[config.mk]
export PLATFORM = sky130hd
export DESIGN_NAME = glyph_bitmap_to_luma_alpha
export DESIGN_NICKNAME = d
export VERILOG_FILES = /design/src/rtl/core/glba_pkg.sv /design/src/rtl/core/glyph_bitmap_to_luma_alpha.sv /design/src/rtl/core/glba_front.sv /design/src/rtl/core/glba_queue.sv /design/src/rtl/core/glba_back.sv
export SDC_FILE = /design/constraint.sdc
export NUM_CORES = 1
export LEC_CHECK = 0
export BUFFER_PORTS_ARGS = -buffer_cell sky130_fd_sc_hd__clkbuf_2
export CELL_PAD_IN_SITES_DETAIL_PLACEMENT = 0
export CELL_PAD_IN_SITES_GLOBAL_PLACEMENT = 1
export CORE_UTILIZATION = 54
export CTS_BUF_LIST = sky130_fd_sc_hd__clkbuf_8
export DETAILED_ROUTE_END_ITERATION = 10
export PLACE_DENSITY = 0.95
export SKIP_LAST_GASP = 1
export SYNTH_ARGS = -nofsm -noshare
export SYNTH_HDL_FRONTEND = slang
export SYNTH_HIERARCHICAL = 1
export SYNTH_SLANG_ARGS = --single-unit
export TNS_END_PERCENT = 1
[constraint.sdc]
create_clock -name clk -period 14.3 [get_ports clk]
set_input_delay 2.86 -clock clk [delete_from_list [all_inputs] [get_ports clk]]
set_output_delay 2.86 -clock clk [all_outputs]
set_load 0.02 [all_outputs]
[src/rtl/core/glba_pkg.sv]
`default_nettype none
package glba_pkg;

  typedef enum logic [2:0] {
    MODE_GRAY8 = 3'd0,
    MODE_MONO  = 3'd1,
    MODE_GRAY2 = 3'd2,
    MODE_GRAY4 = 3'd3,
    MODE_BGRA  = 3'd4
  } pix_mode_t;

  // configuration register indexes
  localparam logic CFG_PIXEL_MODE      = 1'b0;
  localparam logic CFG_ALPHA_AS_COLOUR = 1'b1;

  localparam int unsigned CFG_DATA_W = 3;

  // pixels per item for each mode
  localparam logic [3:0] CAP_GRAY8 = 4'd1;
  localparam logic [3:0] CAP_MONO  = 4'd8;
  localparam logic [3:0] CAP_GRAY2 = 4'd4;
  localparam logic [3:0] CAP_GRAY4 = 4'd2;
  localparam logic [3:0] CAP_BGRA  = 4'd1;

  // x / 3 == (x * 683) >> 11 for every x below 2048
  localparam logic [9:0] RECIP3       = 10'd683;
  localparam int unsigned RECIP3_SHIFT = 11;

  localparam logic [7:0] BYTE_FULL = 8'hFF;

  // one classified item waiting for the back end
  typedef struct packed {
    pix_mode_t  mode;
    logic       aac;        // alpha copied into colour
    logic [7:0] data;       // source byte, or BGRA colour quotient
    logic [7:0] bgra_alpha;
    logic [3:0] count;      // pixels to emit, 1..8
    logic       row_end;
  } glba_entry_t;

  typedef struct packed {
    logic full;
    logic empty;
  } glba_qstat_t;

endpackage
`default_nettype wire

[src/rtl/core/glyph_bitmap_to_luma_alpha.sv]
`default_nettype none
// An accepted item is written into the queue, then loaded into the unpacker's item register,
// and each pixel is registered onto the output with its strobe. Throughput: one pixel per
// cycle while items are queued; an item carries 1 to 8 pixels over the single output port.
// busy rises while the two-entry queue between classifier and unpacker is full.
// Reset (rst_n low, synchronous) selects gray8, clears alpha-as-colour, empties the
// queue and drops the strobe; the receiver cannot stall, so no pixel waits.
module glyph_bitmap_to_luma_alpha
  import glba_pkg::*;
(
  input  wire logic                  clk,
  input  wire logic                  rst_n,
  input  wire logic                  cfg_we,
  input  wire logic                  cfg_index,
  input  wire logic [CFG_DATA_W-1:0] cfg_data,
  input  wire logic                  start,
  output logic                       busy,
  input  wire logic [31:0]           in_source_bytes,
  input  wire logic [3:0]            in_valid_pixels,
  input  wire logic                  in_row_end,
  output logic                       out_strobe,
  output logic [7:0]                 out_colour_byte,
  output logic [7:0]                 out_alpha_byte,
  output logic                       out_item_last,
  output logic                       out_row_last
);

  glba_entry_t front_entry;
  glba_entry_t head;
  glba_qstat_t stat;
  logic        push;
  logic        pop;

  // hold off new items only while the queue has no free slot
  assign busy = stat.full;

  // front: hold the registers, clip the pixel count, precompute the BGRA colour,
  // drop items that would produce nothing
  glba_front u_front (
    .clk             (clk),
    .rst_n           (rst_n),
    .cfg_we          (cfg_we),
    .cfg_index       (cfg_index),
    .cfg_data        (cfg_data),
    .start           (start),
    .q_full          (stat.full),
    .in_source_bytes (in_source_bytes),
    .in_valid_pixels (in_valid_pixels),
    .in_row_end      (in_row_end),
    .entry           (front_entry),
    .push            (push)
  );

  // queue: decouple the accepting side from the pixel stream
  glba_queue u_queue (
    .clk        (clk),
    .rst_n      (rst_n),
    .push       (push),
    .push_entry (front_entry),
    .pop        (pop),
    .head       (head),
    .stat       (stat)
  );

  // back: unpack fields most significant first, one pixel per cycle while items are queued,
  // and fetch the next item on the cycle of the last pixel so the stream stays gapless
  glba_back u_back (
    .clk             (clk),
    .rst_n           (rst_n),
    .head            (head),
    .stat            (stat),
    .pop             (pop),
    .out_strobe      (out_strobe),
    .out_colour_byte (out_colour_byte),
    .out_alpha_byte  (out_alpha_byte),
    .out_item_last   (out_item_last),
    .out_row_last    (out_row_last)
  );

endmodule
`default_nettype wire

[src/rtl/core/glba_front.sv]
`default_nettype none
module glba_front
  import glba_pkg::*;
(
  input  wire logic                  clk,
  input  wire logic                  rst_n,
  input  wire logic                  cfg_we,
  input  wire logic                  cfg_index,
  input  wire logic [CFG_DATA_W-1:0] cfg_data,
  input  wire logic                  start,
  input  wire logic                  q_full,
  input  wire logic [31:0]           in_source_bytes,
  input  wire logic [3:0]            in_valid_pixels,
  input  wire logic                  in_row_end,
  output glba_entry_t                entry,
  output logic                       push
);

  logic [2:0]  src_fmt_r;
  logic        aac_r;
  logic [3:0]  cap;
  logic        known;
  logic [9:0]  bgr_sum;
  logic [19:0] bgr_prod;

  always_ff @(posedge clk) begin
    if (!rst_n) begin
      src_fmt_r <= 3'd0;
      aac_r     <= 1'b0;
    end else if (cfg_we) begin
      if (cfg_index == CFG_PIXEL_MODE) src_fmt_r <= cfg_data;
      else                             aac_r     <= cfg_data[0];
    end
  end

  always_comb begin
    known = 1'b1;
    unique case (pix_mode_t'(src_fmt_r))
      MODE_GRAY8: cap = CAP_GRAY8;
      MODE_MONO:  cap = CAP_MONO;
      MODE_GRAY2: cap = CAP_GRAY2;
      MODE_GRAY4: cap = CAP_GRAY4;
      MODE_BGRA:  cap = CAP_BGRA;
      default: begin
        cap   = 4'd0;
        known = 1'b0;
      end
    endcase
  end

  // divide B+G+R by three through the reciprocal
  assign bgr_sum  = {2'b00, in_source_bytes[7:0]} + {2'b00, in_source_bytes[15:8]}
                  + {2'b00, in_source_bytes[23:16]};
  assign bgr_prod = {10'd0, bgr_sum} * {10'd0, RECIP3};

  always_comb begin
    entry.mode       = pix_mode_t'(src_fmt_r);
    entry.aac        = aac_r;
    entry.data       = (pix_mode_t'(src_fmt_r) == MODE_BGRA)
                     ? bgr_prod[RECIP3_SHIFT +: 8] : in_source_bytes[7:0];
    entry.bgra_alpha = in_source_bytes[31:24];
    entry.count      = (in_valid_pixels > cap) ? cap : in_valid_pixels;
    entry.row_end    = in_row_end;
  end

  // drop items of unknown mode or without pixels
  assign push = start && !q_full && known && (entry.count != 4'd0);

endmodule
`default_nettype wire

[src/rtl/core/glba_queue.sv]
`default_nettype none
module glba_queue
  import glba_pkg::*;
(
  input  wire logic  clk,
  input  wire logic  rst_n,
  input  wire logic  push,
  input  glba_entry_t push_entry,
  input  wire logic  pop,
  output glba_entry_t head,
  output glba_qstat_t stat
);

  glba_entry_t mem_r [2];
  logic        wr_ptr_r;
  logic        rd_ptr_r;
  logic [1:0]  count_r;
  logic [1:0]  count_nxt;

  assign stat.full  = (count_r == 2'd2);
  assign stat.empty = (count_r == 2'd0);
  assign head       = mem_r[rd_ptr_r];

  always_comb begin
    count_nxt = count_r;
    if (push && !pop) count_nxt = count_r + 2'd1;
    else if (pop && !push) count_nxt = count_r - 2'd1;
  end

  always_ff @(posedge clk) begin
    if (push) mem_r[wr_ptr_r] <= push_entry;
  end

  always_ff @(posedge clk) begin
    if (!rst_n) begin
      wr_ptr_r <= 1'b0;
      rd_ptr_r <= 1'b0;
      count_r  <= 2'd0;
    end else begin
      if (push) wr_ptr_r <= ~wr_ptr_r;
      if (pop)  rd_ptr_r <= ~rd_ptr_r;
      count_r <= count_nxt;
    end
  end

  a_no_overflow: assert property (@(posedge clk) disable iff (!rst_n)
    !(push && stat.full)) else $error("queue push while full");
  a_no_underflow: assert property (@(posedge clk) disable iff (!rst_n)
    !(pop && stat.empty)) else $error("queue pop while empty");
  a_count_bound: assert property (@(posedge clk) disable iff (!rst_n)
    count_r != 2'd3) else $error("queue count beyond depth");

endmodule
`default_nettype wire

[src/rtl/core/glba_back.sv]
`default_nettype none
module glba_back
  import glba_pkg::*;
(
  input  wire logic  clk,
  input  wire logic  rst_n,
  input  glba_entry_t head,
  input  glba_qstat_t stat,
  output logic       pop,
  output logic       out_strobe,
  output logic [7:0] out_colour_byte,
  output logic [7:0] out_alpha_byte,
  output logic       out_item_last,
  output logic       out_row_last
);

  glba_entry_t cur_r;
  logic        active_r;
  logic [2:0]  k_r;
  logic        last;
  logic [7:0]  colour;
  logic [7:0]  alpha;
  logic [1:0]  g2;
  logic [3:0]  g4;

  assign last = ({1'b0, k_r} + 4'd1) == cur_r.count;
  assign pop  = !stat.empty && (!active_r || last);

  assign g2 = cur_r.data[{~k_r[1:0], 1'b1} -: 2];
  assign g4 = cur_r.data[{~k_r[0], 2'b11} -: 4];

  always_comb begin
    unique case (cur_r.mode)
      MODE_GRAY8: alpha = cur_r.data;
      MODE_MONO:  alpha = {8{cur_r.data[~k_r]}};
      MODE_GRAY2: alpha = {4{g2}};   // g * 85
      MODE_GRAY4: alpha = {2{g4}};   // g * 17
      default:    alpha = cur_r.bgra_alpha;
    endcase
    unique case (cur_r.mode)
      MODE_MONO: colour = alpha;
      MODE_BGRA: colour = cur_r.data;
      default:   colour = cur_r.aac ? alpha : BYTE_FULL;
    endcase
  end

  always_ff @(posedge clk) begin
    if (!rst_n) begin
      active_r   <= 1'b0;
      out_strobe <= 1'b0;
    end else begin
      out_strobe <= active_r;
      if (pop) begin
        cur_r    <= head;
        k_r      <= 3'd0;
        active_r <= 1'b1;
      end else if (active_r && last) begin
        active_r <= 1'b0;
      end else if (active_r) begin
        k_r <= k_r + 3'd1;
      end
    end
  end

  always_ff @(posedge clk) begin
    if (active_r) begin
      out_colour_byte <= colour;
      out_alpha_byte  <= alpha;
      out_item_last   <= last;
      out_row_last    <= last && cur_r.row_end;
    end
  end

  a_row_implies_item: assert property (@(posedge clk) disable iff (!rst_n)
    out_strobe && out_row_last |-> out_item_last)
    else $error("row_last without item_last");
  a_k_in_range: assert property (@(posedge clk) disable iff (!rst_n)
    active_r |-> ({1'b0, k_r} < cur_r.count))
    else $error("pixel index beyond item count");

endmodule
`default_nettype wire
==> metrics.cfg, run 1 <==
[die]
core_region_area_mm2 = 0.0128
rows = 41
die_x_um = 117
start_util_pct = 56.1
die_h_um = 117
design.portCount = 65
floorplan.die_area_mm2 = 0.0138

[worst_setup_path]
crit_path_start_kind = input pin
crit_path_end_kind = flop
worstPathArrival_ns = 8.88
worst-setup-path-type = input pin to flop
cp_top_family = adder cells
crit_buf_inv = 8
crit_path_max_incr_delay_ns = 0.58
critical_path_peak_fanout = 6
crit_slowest_cell = a21boi_1
critical_path_required_ns = 14.42
critPathMostFrequentCell = inv_1

[cells_and_area]
layout.cells.most_common_list = edfxtp_1 (96), inv_1 (76), ha_1 (71), clkbuf_2 (64), a21oi_1 (29)
layout_commonest_cell = edfxtp_1
drive_above_1_share_pct = 18.8
nNetsFinal = 800
antenna_cells = 0
layout-area-overhead-vs-synth_pct = 7.44

[clock_tree]
postCtsResizedCells = 0
clk_slew_on_worst_s_h_paths_ns = 0.10
postCtsSetupRepairBufs = 0
clock_sinks = 107
cts_tree = yes
cts.hold.buffers_added = 0
clkLatencyLatePin_ns = 0.37
ctsLongestPathBuffers = 2
clockRootBuffer = clkbuf_8
cts_htree_levels = 3
cts_made_buffers = 9

[global_route]
grt_start_max_net_pins = 26
number_of_antenna_violations_at_the_first_check_in_global_routing = 0
use_met2_pct = 35.3
first_global_vias = 4630
grt-busiest-layer = met2
grt_overflow = 0
use_met3_pct = 2.38
globalRouteTotalUtil_pct = 19.9
grt_first_pass_wirelength_um = 21900
gr-usage-met1_pct = 24.2

[synth]
synthFlopType = edfxtp_1
count_of_flip_flops_with_a_built_in_enable_after_synthesis = 96
synth_fp_nets = 748
synth-async-reset-ratio_pct = 0
syn_area_mm2 = 0.00719
synthesis.yosys.warnings = 6
synth_seq_cells = 107
synth.avg_cell_area_um2 = 11.9
synth_sequential_area_ratio_pct = 43.1
synthCells = 604
netlist-cell-type-count = 76

[timing]
final.setup_skew_ns = 0.0119
max_freq_mhz = 114
timing.final.hold_violations = 0
tightest_slew_ns = 1.14
timing.slew.headroom_pct = 24.0
finalSetupViolations = 0
final_period_minus_worst_setup_slack_ns = 8.76
unrepaired_setup_endpoints_after_global_routing = no
finalCritPeriodShare_pct = 61.3
timing.setup.tns_ns = 0
final_max_slew_viol_count = 0

[detailed_routing]
drt_pass1_iterations = 5
wirelength_um = 13000
wl_per_cell_um = 15.6
remaining_drc_errors = 0
1st_iter_drt_viols = 273
final_antenna_net_count = 0
dr_total_vias = 4644
route.detailed.vias_per_inst = 5.58

[job]
maxCapViolations = 0

[placement]
place.detailed.hpwl_um = 10300
buffer_ports.inserted = 64
finalWeightedCongestion = 0.914

[run_status]
run_status = completed

[hold_path]
min_path_type = flop to flop

[registers in the layout, indices dropped and copies added, names as in the netlist, named ones only]
signal / count
u_back/k_r: 3
u_back/out_strobe: 1
u_queue/mem_r: 50
u_front/aac_r: 1
u_queue/count_r: 2
u_back/out_row_last: 1
u_back/out_item_last: 1
u_queue/rd_ptr_r: 1
u_back/out_alpha_byte: 8
u_front/src_fmt_r: 3
u_back/out_colour_byte: 8
u_back/cur_r: 25
u_back/active_r: 1
u_queue/wr_ptr_r: 1
[worst paths after layout]
path	startpoint	end	slack, ns	cells after the start
setup / recovery	in_source_bytes[1]	u_queue/mem_r[0][19]	5.54	26
setup reg to reg	u_front/src_fmt_r[1]	u_queue/mem_r[1][6]	10.82	8
hold / removal	u_front/aac_r	u_queue/mem_r[0][21]	0.50	0
hold reg to reg	u_front/aac_r	u_queue/mem_r[0][21]	0.50	0
[cells by family after synthesis]
logic type,synth area share [%]
AOI/OAI and AO/OA,11.5
xor gates and xnor gates,3.51
adders and majority gates,20.1
buffers and inverters,6.38
DFF,43.1
muxes,6.50
and+or+nand+nor,8.83
[cells in the mapped netlist, types with 6 or more instances]
cell type / count / area [µm²]
nand2_1: 25 / 93.8
nor2b_1: 10 / 62.6
mux2i_1: 16 / 160
buf_4: 13 / 97.6
edfxtp_1: 96 / 2880
mux2_2: 25 / 282
a21o_1: 8 / 60.1
xor2_1: 8 / 70.1
a21oi_1: 29 / 145
ha_1: 71 / 888
fa_1: 28 / 561
xnor2_1: 14 / 123
dfxtp_1: 11 / 220
nor2_1: 24 / 90.1
and2_1: 11 / 68.8
inv_1: 74 / 278
nand2b_1: 8 / 50.1
a311oi_1: 6 / 52.6
o21ai_0: 21 / 105
[layer usage]
| layer | part of all wire, % | routed length, µm |
|---|---|---|
| met1 | 43 | 5570 |
| met2 | 51 | 6660 |
| met3 | 3.4 | 445 |
| met4 | 2.6 | 342 |
| met5 | 0 | 0 |
[metrics by stage]
step           instance area [µm²]  hold slack (ns)  instances  setup WS [ns]  util, %
2_1_floorplan                 7190            0.444        604           5.78        -
3_3_place_gp                  7560            0.460        817           5.39     58.9
3_5_place_dp                  7560            0.473        817           5.20     58.9
4_1_cts                       7730            0.496        833           5.58     60.3
5_1_grt                       7730            0.513        833           5.18     60.3
6_report                      7730            0.502        833           5.54     60.3
[area by class of cell]
class                   count  area (µm²)
clock buffers              10         138
clock inverters             6        33.8
fillers                  1039        5090
inverters                  74         278
multi-input cells         399        3630
flip-flops and latches    107        3100
well taps                 172         215
repair buffers             65         328
Power of run 1 is not shown: default switching activity piles up to over one toggle a cycle in this logic, so the estimate is an artifact.
==> run 2, diff against run 1 <==
ABC_AREA = 1   (was default)
CORE_UTILIZATION = 49   (was 54)
PLACE_DENSITY = 0.94   (was 0.95)
clock period = 9.2 ns   (was 14.3 ns; I/O delays follow)
==> metrics.cfg, run 2 <==
[detailed_routing]
1st_iter_drt_viols = 304  ; was 273
wl_per_cell_um = 13.3  ; was 15.6 µm
route.top_layer_used = met4  ; unchanged
dr_total_vias = 4910  ; was 4644
route.layer.met1.wl_um = 5850  ; was 5570 µm
remaining_drc_errors = 8  ; was 0
drt_pass1_iterations = 7  ; was 5
wirelength_um = 13300  ; was 13000 µm
final_antenna_net_count = 0  ; unchanged
route.detailed.vias_per_inst = 4.92  ; was 5.58
met2_length_um = 6720  ; was 6660 µm
detailroute.wirelength.met3_um = 325  ; was 445 µm

[worst_setup_path]
crit_slowest_cell = fa_1  ; was a21boi_1
crit_buf_inv = 6  ; was 8
worstPathArrival_ns = 7.40  ; was 8.88 ns
worst_setup_slack_for_register_to_register_paths_ns = 5.79  ; was 10.82 ns
worst-setup-path-type = input pin to flop  ; unchanged
crit_path_start_kind = input pin  ; unchanged
critical_path_required_ns = 9.32  ; was 14.42 ns
crit_path_max_incr_delay_ns = 0.49  ; was 0.58 ns
cp_top_family = adder cells  ; unchanged
critPathMostFrequentCell = nand2_1  ; was inv_1
critical_path_peak_fanout = 5  ; was 6
crit_path_end_kind = flop  ; unchanged

[timing]
timing.slew.headroom_pct = 18.1  ; was 24.0%
finalSetupViolations = 0  ; unchanged
timing.setup.tns_ns = 0  ; unchanged
unrepaired_setup_endpoints_after_global_routing = no  ; unchanged
max_freq_mhz = 137
final.setup_skew_ns = 0.0111  ; was 0.0119 ns
final_period_minus_worst_setup_slack_ns = 7.28
timing.final.hold_violations = 0  ; unchanged
tightest_slew_ns = 1.23  ; was 1.14 ns
finalCritPeriodShare_pct = 79.1
final_max_slew_viol_count = 0  ; unchanged

[synth]
synth_common_cells = nand2_1 (147), inv_1 (130), edfxtp_1 (96)  ; was edfxtp_1 (96), inv_1 (74), ha_1 (71)
synthMostInstantiatedCell = nand2_1  ; was edfxtp_1
main_combinational_cell_family_by_area_after_synthesis = adder cells  ; unchanged
synth_xor_xnor_area_share_pct = 1.30  ; was 3.51%
synth_fp_nets = 894  ; was 748
netlist-cell-type-count = 43  ; was 76
synthDominantCellAreaShare_pct = 39.0  ; was 40.1%
synthCells = 750  ; was 604
muxShareOfSynthArea_pct = 4.82  ; was 6.50%
synthesis.yosys.warnings = 6  ; unchanged
synth.avg_cell_area_um2 = 9.87  ; was 11.9 µm²
synth-async-reset-ratio_pct = 0  ; unchanged
synth_simple_gate_area_share_pct = 17.4  ; was 8.83%
syn_area_mm2 = 0.00740  ; was 0.00719 mm²
synth_seq_cells = 107  ; unchanged
netlist.top_cell.by_area = edfxtp_1  ; unchanged
top_cells_by_area_synth = edfxtp_1 (39%), ha_1 (12%), fa_1 (7.6%), nand2_1 (7.5%), inv_1 (6.6%)  ; was edfxtp_1 (40%), ha_1 (12%), fa_1 (7.8%), mux2_2 (3.9%), inv_1 (3.9%)
count_of_flip_flops_with_a_built_in_enable_after_synthesis = 96  ; unchanged
synth_sequential_area_ratio_pct = 41.9  ; was 43.1%
synth_compound_gate_area_share_pct = 5.60  ; was 11.5%
synthFlopType = edfxtp_1  ; unchanged
synth-adder-area-share_pct = 19.6  ; was 20.1%

[cells_and_area]
nNetsFinal = 953  ; was 800
regMostFlops = u_queue/mem_r  ; unchanged
layout_commonest_cell = nand2_1  ; was edfxtp_1
layout-area-overhead-vs-synth_pct = 7.88  ; was 7.44%
largest_register_ffs = 50  ; unchanged
antenna_cells = 0  ; unchanged
layout.cells.most_common_list = nand2_1 (147), inv_1 (131), edfxtp_1 (96), ha_1 (71), clkbuf_2 (64)  ; was edfxtp_1 (96), inv_1 (76), ha_1 (71), clkbuf_2 (64), a21oi_1 (29)
drive_above_1_share_pct = 17.7  ; was 18.8%
layout_top_registers = u_queue/mem_r: 50 flops, u_back/cur_r: 25 flops  ; unchanged

[die]
start_util_pct = 50.5  ; was 56.1%
rows = 44  ; was 41
die_h_um = 125  ; was 117 µm
core_region_area_mm2 = 0.0146  ; was 0.0128 mm²
floorplan.die_area_mm2 = 0.0156  ; was 0.0138 mm²
design.portCount = 65  ; unchanged
die_x_um = 125  ; was 117 µm

[clock_tree]
cts_made_buffers = 9  ; unchanged
clockRootBuffer = clkbuf_8  ; unchanged
clk_slew_on_worst_s_h_paths_ns = 0.09  ; was 0.10 ns
cts_htree_levels = 3  ; unchanged
cts_tree = yes  ; unchanged
clock_sinks = 107  ; unchanged
cts.hold.buffers_added = 0  ; unchanged
clkLatencyLatePin_ns = 0.37  ; about the same
postCtsResizedCells = 0  ; unchanged
ctsLongestPathBuffers = 2  ; unchanged
postCtsSetupRepairBufs = 0  ; unchanged

[hold_path]
min_path_type = flop to flop  ; unchanged

[global_route]
grt_first_pass_wirelength_um = 22700  ; was 21900 µm
grt_overflow = 0  ; unchanged
globalRouteTotalUtil_pct = 18.3  ; was 19.9%
grt_start_max_net_pins = 26  ; unchanged
first_global_vias = 4841  ; was 4630
number_of_antenna_violations_at_the_first_check_in_global_routing = 0  ; unchanged

[run_status]
run_status = finished with violations  ; was completed
violated_checks = design-rule violations

[placement]
finalWeightedCongestion = 0.884  ; was 0.914
buffer_ports.inserted = 64  ; unchanged
place.detailed.hpwl_um = 10800  ; was 10300 µm

[job]
maxCapViolations = 0  ; unchanged

[run 2: cells by family after synthesis]
kind of cell,after synthesis
xor gates and xnor gates,11
AOI/OAI and AO/OA,71
DFF,107
and+or+nand+nor,282
adders and majority gates,99
muxes,25
buffers and inverters,155
[run 2: layout make-up]
type | count | area, µm²
inverter | 137 | 517
clock inverter | 7 | 68.8
sequential | 107 | 3100
clock buffer | 9 | 124
tap | 184 | 230
fill | 1294 | 6660
timing repair buffer | 66 | 335
multi-input combinational | 488 | 3610
[run 2: final timing paths]
check | startpoint | to | cells past startpoint
worst max-delay path | in_source_bytes[1] | u_queue/mem_r[1][20] | 29
worst min-delay path | u_front/aac_r | u_queue/mem_r[0][21] | 0
worst max register to register | u_front/src_fmt_r[0] | u_queue/mem_r[1][10] | 14
worst min register to register | u_front/aac_r | u_queue/mem_r[0][21] | 0
[run 2: worst register-to-register path: cells and delay by family, from the launching register on]
kind | cells | cell delay [ns]
AND/OR/NAND/NOR | 5 | 0.68
adder cells (fa/ha/maj) | 1 | 0.29
flip-flops | 1 | 0.40
AO/OA/AOI/OAI | 4 | 0.66
buffers and inverters | 4 | 1.00
[run 2: per-stage QoR]
stage | util, % | instance area [µm²] | worst slack, ns | cells | hold WS [ns]
3_3_place_gp | 53.2 | 7790 | 1.67 | 982 | 0.473
5_1_grt | 54.5 | 7980 | 1.40 | 998 | 0.504
6_report | 54.5 | 7980 | 1.92 | 998 | 0.485
3_5_place_dp | 53.2 | 7790 | 1.50 | 982 | 0.472
4_1_cts | 54.5 | 7980 | 1.89 | 998 | 0.495
2_1_floorplan | - | 7400 | 2.09 | 750 | 0.453
[run 2: metal layers]
layer  vias to the layer above  global-route usage, %
met2                        76                   32.6
li1                       2587                      -
met3                        27                   2.10
met1                      2220                   22.4
met5                         -                      0
met4                         0                   8.32
Power of run 2 is left out for the same reason.
==> run 3, diff against run 2 <==
CORE_UTILIZATION = 44   (was 49)
PLACE_DENSITY = 0.9   (was 0.94)
clock period = 6.4 ns   (was 9.2 ns; I/O delays follow)
==> metrics.cfg, run 3 (synthesis results as in run 2) <==
[run_status]
run_status = completed  ; was finished with violations

[timing]
timing.setup.tns_ns = 0  ; unchanged
worst_hold_slack_ns = 0.514  ; was 0.485 ns
final_max_slew_viol_count = 0  ; unchanged
timing.final.hold_violations = 0  ; unchanged
tightest_slew_ns = 1.18  ; was 1.23 ns
max_freq_mhz = 160
finalCritPeriodShare_pct = 97.6
final_period_minus_worst_setup_slack_ns = 6.25
finalSetupViolations = 0  ; unchanged
unrepaired_setup_endpoints_after_global_routing = yes  ; was no
final.setup_skew_ns = 0.00936  ; was 0.0111 ns
timing.slew.headroom_pct = 20.9  ; was 18.1%

[die]
die_x_um = 132  ; was 125 µm
core_region_area_mm2 = 0.0165  ; was 0.0146 mm²
die_h_um = 132  ; was 125 µm
floorplan.die_area_mm2 = 0.0173  ; was 0.0156 mm²
rows = 47  ; was 44
start_util_pct = 44.8  ; was 50.5%
design.portCount = 65  ; unchanged

[worst_setup_path]
worstPathArrival_ns = 6.37  ; was 7.40 ns
crit_slowest_cell = fa_1  ; unchanged
crit_buf_inv = 10  ; was 6
crit_path_max_incr_delay_ns = 0.50  ; was 0.49 ns
crit_path_start_kind = input pin  ; unchanged
critical_path_required_ns = 6.52  ; was 9.32 ns
critical_path_peak_fanout = 3  ; was 5
crit_path_end_kind = flop  ; unchanged
cp_top_family = adder cells  ; unchanged
worst-setup-path-type = input pin to flop  ; unchanged

[detailed_routing]
drt_pass1_iterations = 4  ; was 7
route.detailed.vias_per_inst = 4.72  ; was 4.92
1st_iter_drt_viols = 246  ; was 304
remaining_drc_errors = 0  ; was 8
wirelength_um = 13900  ; was 13300 µm
dr_total_vias = 5136  ; was 4910
wl_per_cell_um = 12.8  ; was 13.3 µm
final_antenna_net_count = 0  ; unchanged

[clock_tree]
cts_made_buffers = 9  ; unchanged
clk_slew_on_worst_s_h_paths_ns = 0.10  ; was 0.09 ns
clock_sinks = 107  ; unchanged
clkLatencyLatePin_ns = 0.37  ; about the same
cts.hold.buffers_added = 0  ; unchanged
cts_tree = yes  ; unchanged
ctsLongestPathBuffers = 2  ; unchanged
cts_htree_levels = 3  ; unchanged
clockRootBuffer = clkbuf_8  ; unchanged

[hold_path]
min_path_type = flop to flop  ; unchanged

[cells_and_area]
layout_commonest_cell = nand2_1  ; unchanged
antenna_cells = 0  ; unchanged
largest_register_ffs = 50  ; unchanged
layout.cells.most_common_list = nand2_1 (136), inv_1 (124), edfxtp_1 (96), clkbuf_2 (61)  ; was nand2_1 (147), inv_1 (131), edfxtp_1 (96), ha_1 (71), clkbuf_2 (64)
layout_top_registers = u_queue/mem_r: 50 flops, u_back/cur_r: 25 flops  ; unchanged
layout-area-overhead-vs-synth_pct = 18.4  ; was 7.88%
regMostFlops = u_queue/mem_r  ; unchanged
filler_cell_count = 1469  ; was 1294
final_cells = 1089  ; was 998
layout.area.seq_mm2 = 0.00310  ; unchanged
nNetsFinal = 1008  ; was 953
drive_above_1_share_pct = 27.8  ; was 17.7%
multiInputGateArea_mm2 = 0.00388  ; was 0.00361 mm²

[job]
maxCapViolations = 0  ; unchanged

[global_route]
globalRouteTotalUtil_pct = 16.5  ; was 18.3%
grt_overflow = 0  ; unchanged
number_of_antenna_violations_at_the_first_check_in_global_routing = 0  ; unchanged
grt_start_max_net_pins = 26  ; unchanged
grt_first_pass_wirelength_um = 23000  ; was 22700 µm
first_global_vias = 4919  ; was 4841

[placement]
place_inst = 1070  ; was 982
place.detailed.hpwl_um = 11100  ; was 10800 µm
buffer_ports.inserted = 64  ; unchanged
finalWeightedCongestion = 0.885  ; was 0.884

## run 3: changes by cell type in the layout (fill, tap and decap cells not counted), moves of 5 or more
cell,previous run,this run
inv_1,131,124
buf_4,2,57
nand2_1,147,136
ha_1,71,57
ha_4,0,13
nand2_2,10,18
a21oi_1,29,24
inv_2,6,14
## run 3: final timing paths
path	startpoint	to	slack [ns]	depth (start not counted)
worst min register to register	u_front/aac_r	u_queue/mem_r[1][21]	0.51	0
worst max register to register	u_front/src_fmt_r[0]	u_queue/mem_r[0][23]	2.62	15
worst min-delay path	u_front/aac_r	u_queue/mem_r[1][21]	0.51	0
worst max-delay path	in_source_bytes[17]	u_queue/mem_r[1][17]	0.15	34
## run 3: layout make-up
cell class / count / share of cell area [%]
multi-input cells: 488 / 44.3
flip-flops and latches: 107 / 35.4
repair buffers: 121 / 8.75
inverters: 137 / 5.89
well taps: 220 / 3.14
clock buffers: 10 / 1.57
clock inverters: 6 / 0.942
## run 3: metrics by stage
stage / setup WS [ns] / utilization (%) / area (µm²)
global route: -0.0825 / 53.0 / 8770
detailed placement: -0.390 / 49.9 / 8250
global placement: -0.270 / 49.9 / 8250
CTS: 0.000257 / 51.3 / 8470
floorplan: 0.00518 / - / 7420
finish: 0.151 / 53.0 / 8770
## run 3: metal layers
metal | wire [µm] | part of all wire, % | vias up | GRT usage, %
met4 | 261 | 1.9 | 0 | 5.75
met1 | 6200 | 45 | 2343 | 20.6
met5 | 0 | 0 | - | 0
met3 | 363 | 2.6 | 19 | 2.28
met2 | 7080 | 51 | 76 | 29.1
li1 | - | - | 2698 | -
## run 3: timing repair
action / 4_1_cts / 5_1_grt
gates cloned: 0 / 0
endpoints found under the setup margin: 2 / 16
setup buffers: 0 / 3
pin swaps: 0 / 37
resized for setup: 1 / 52
Power of run 3 is left out for the same reason.
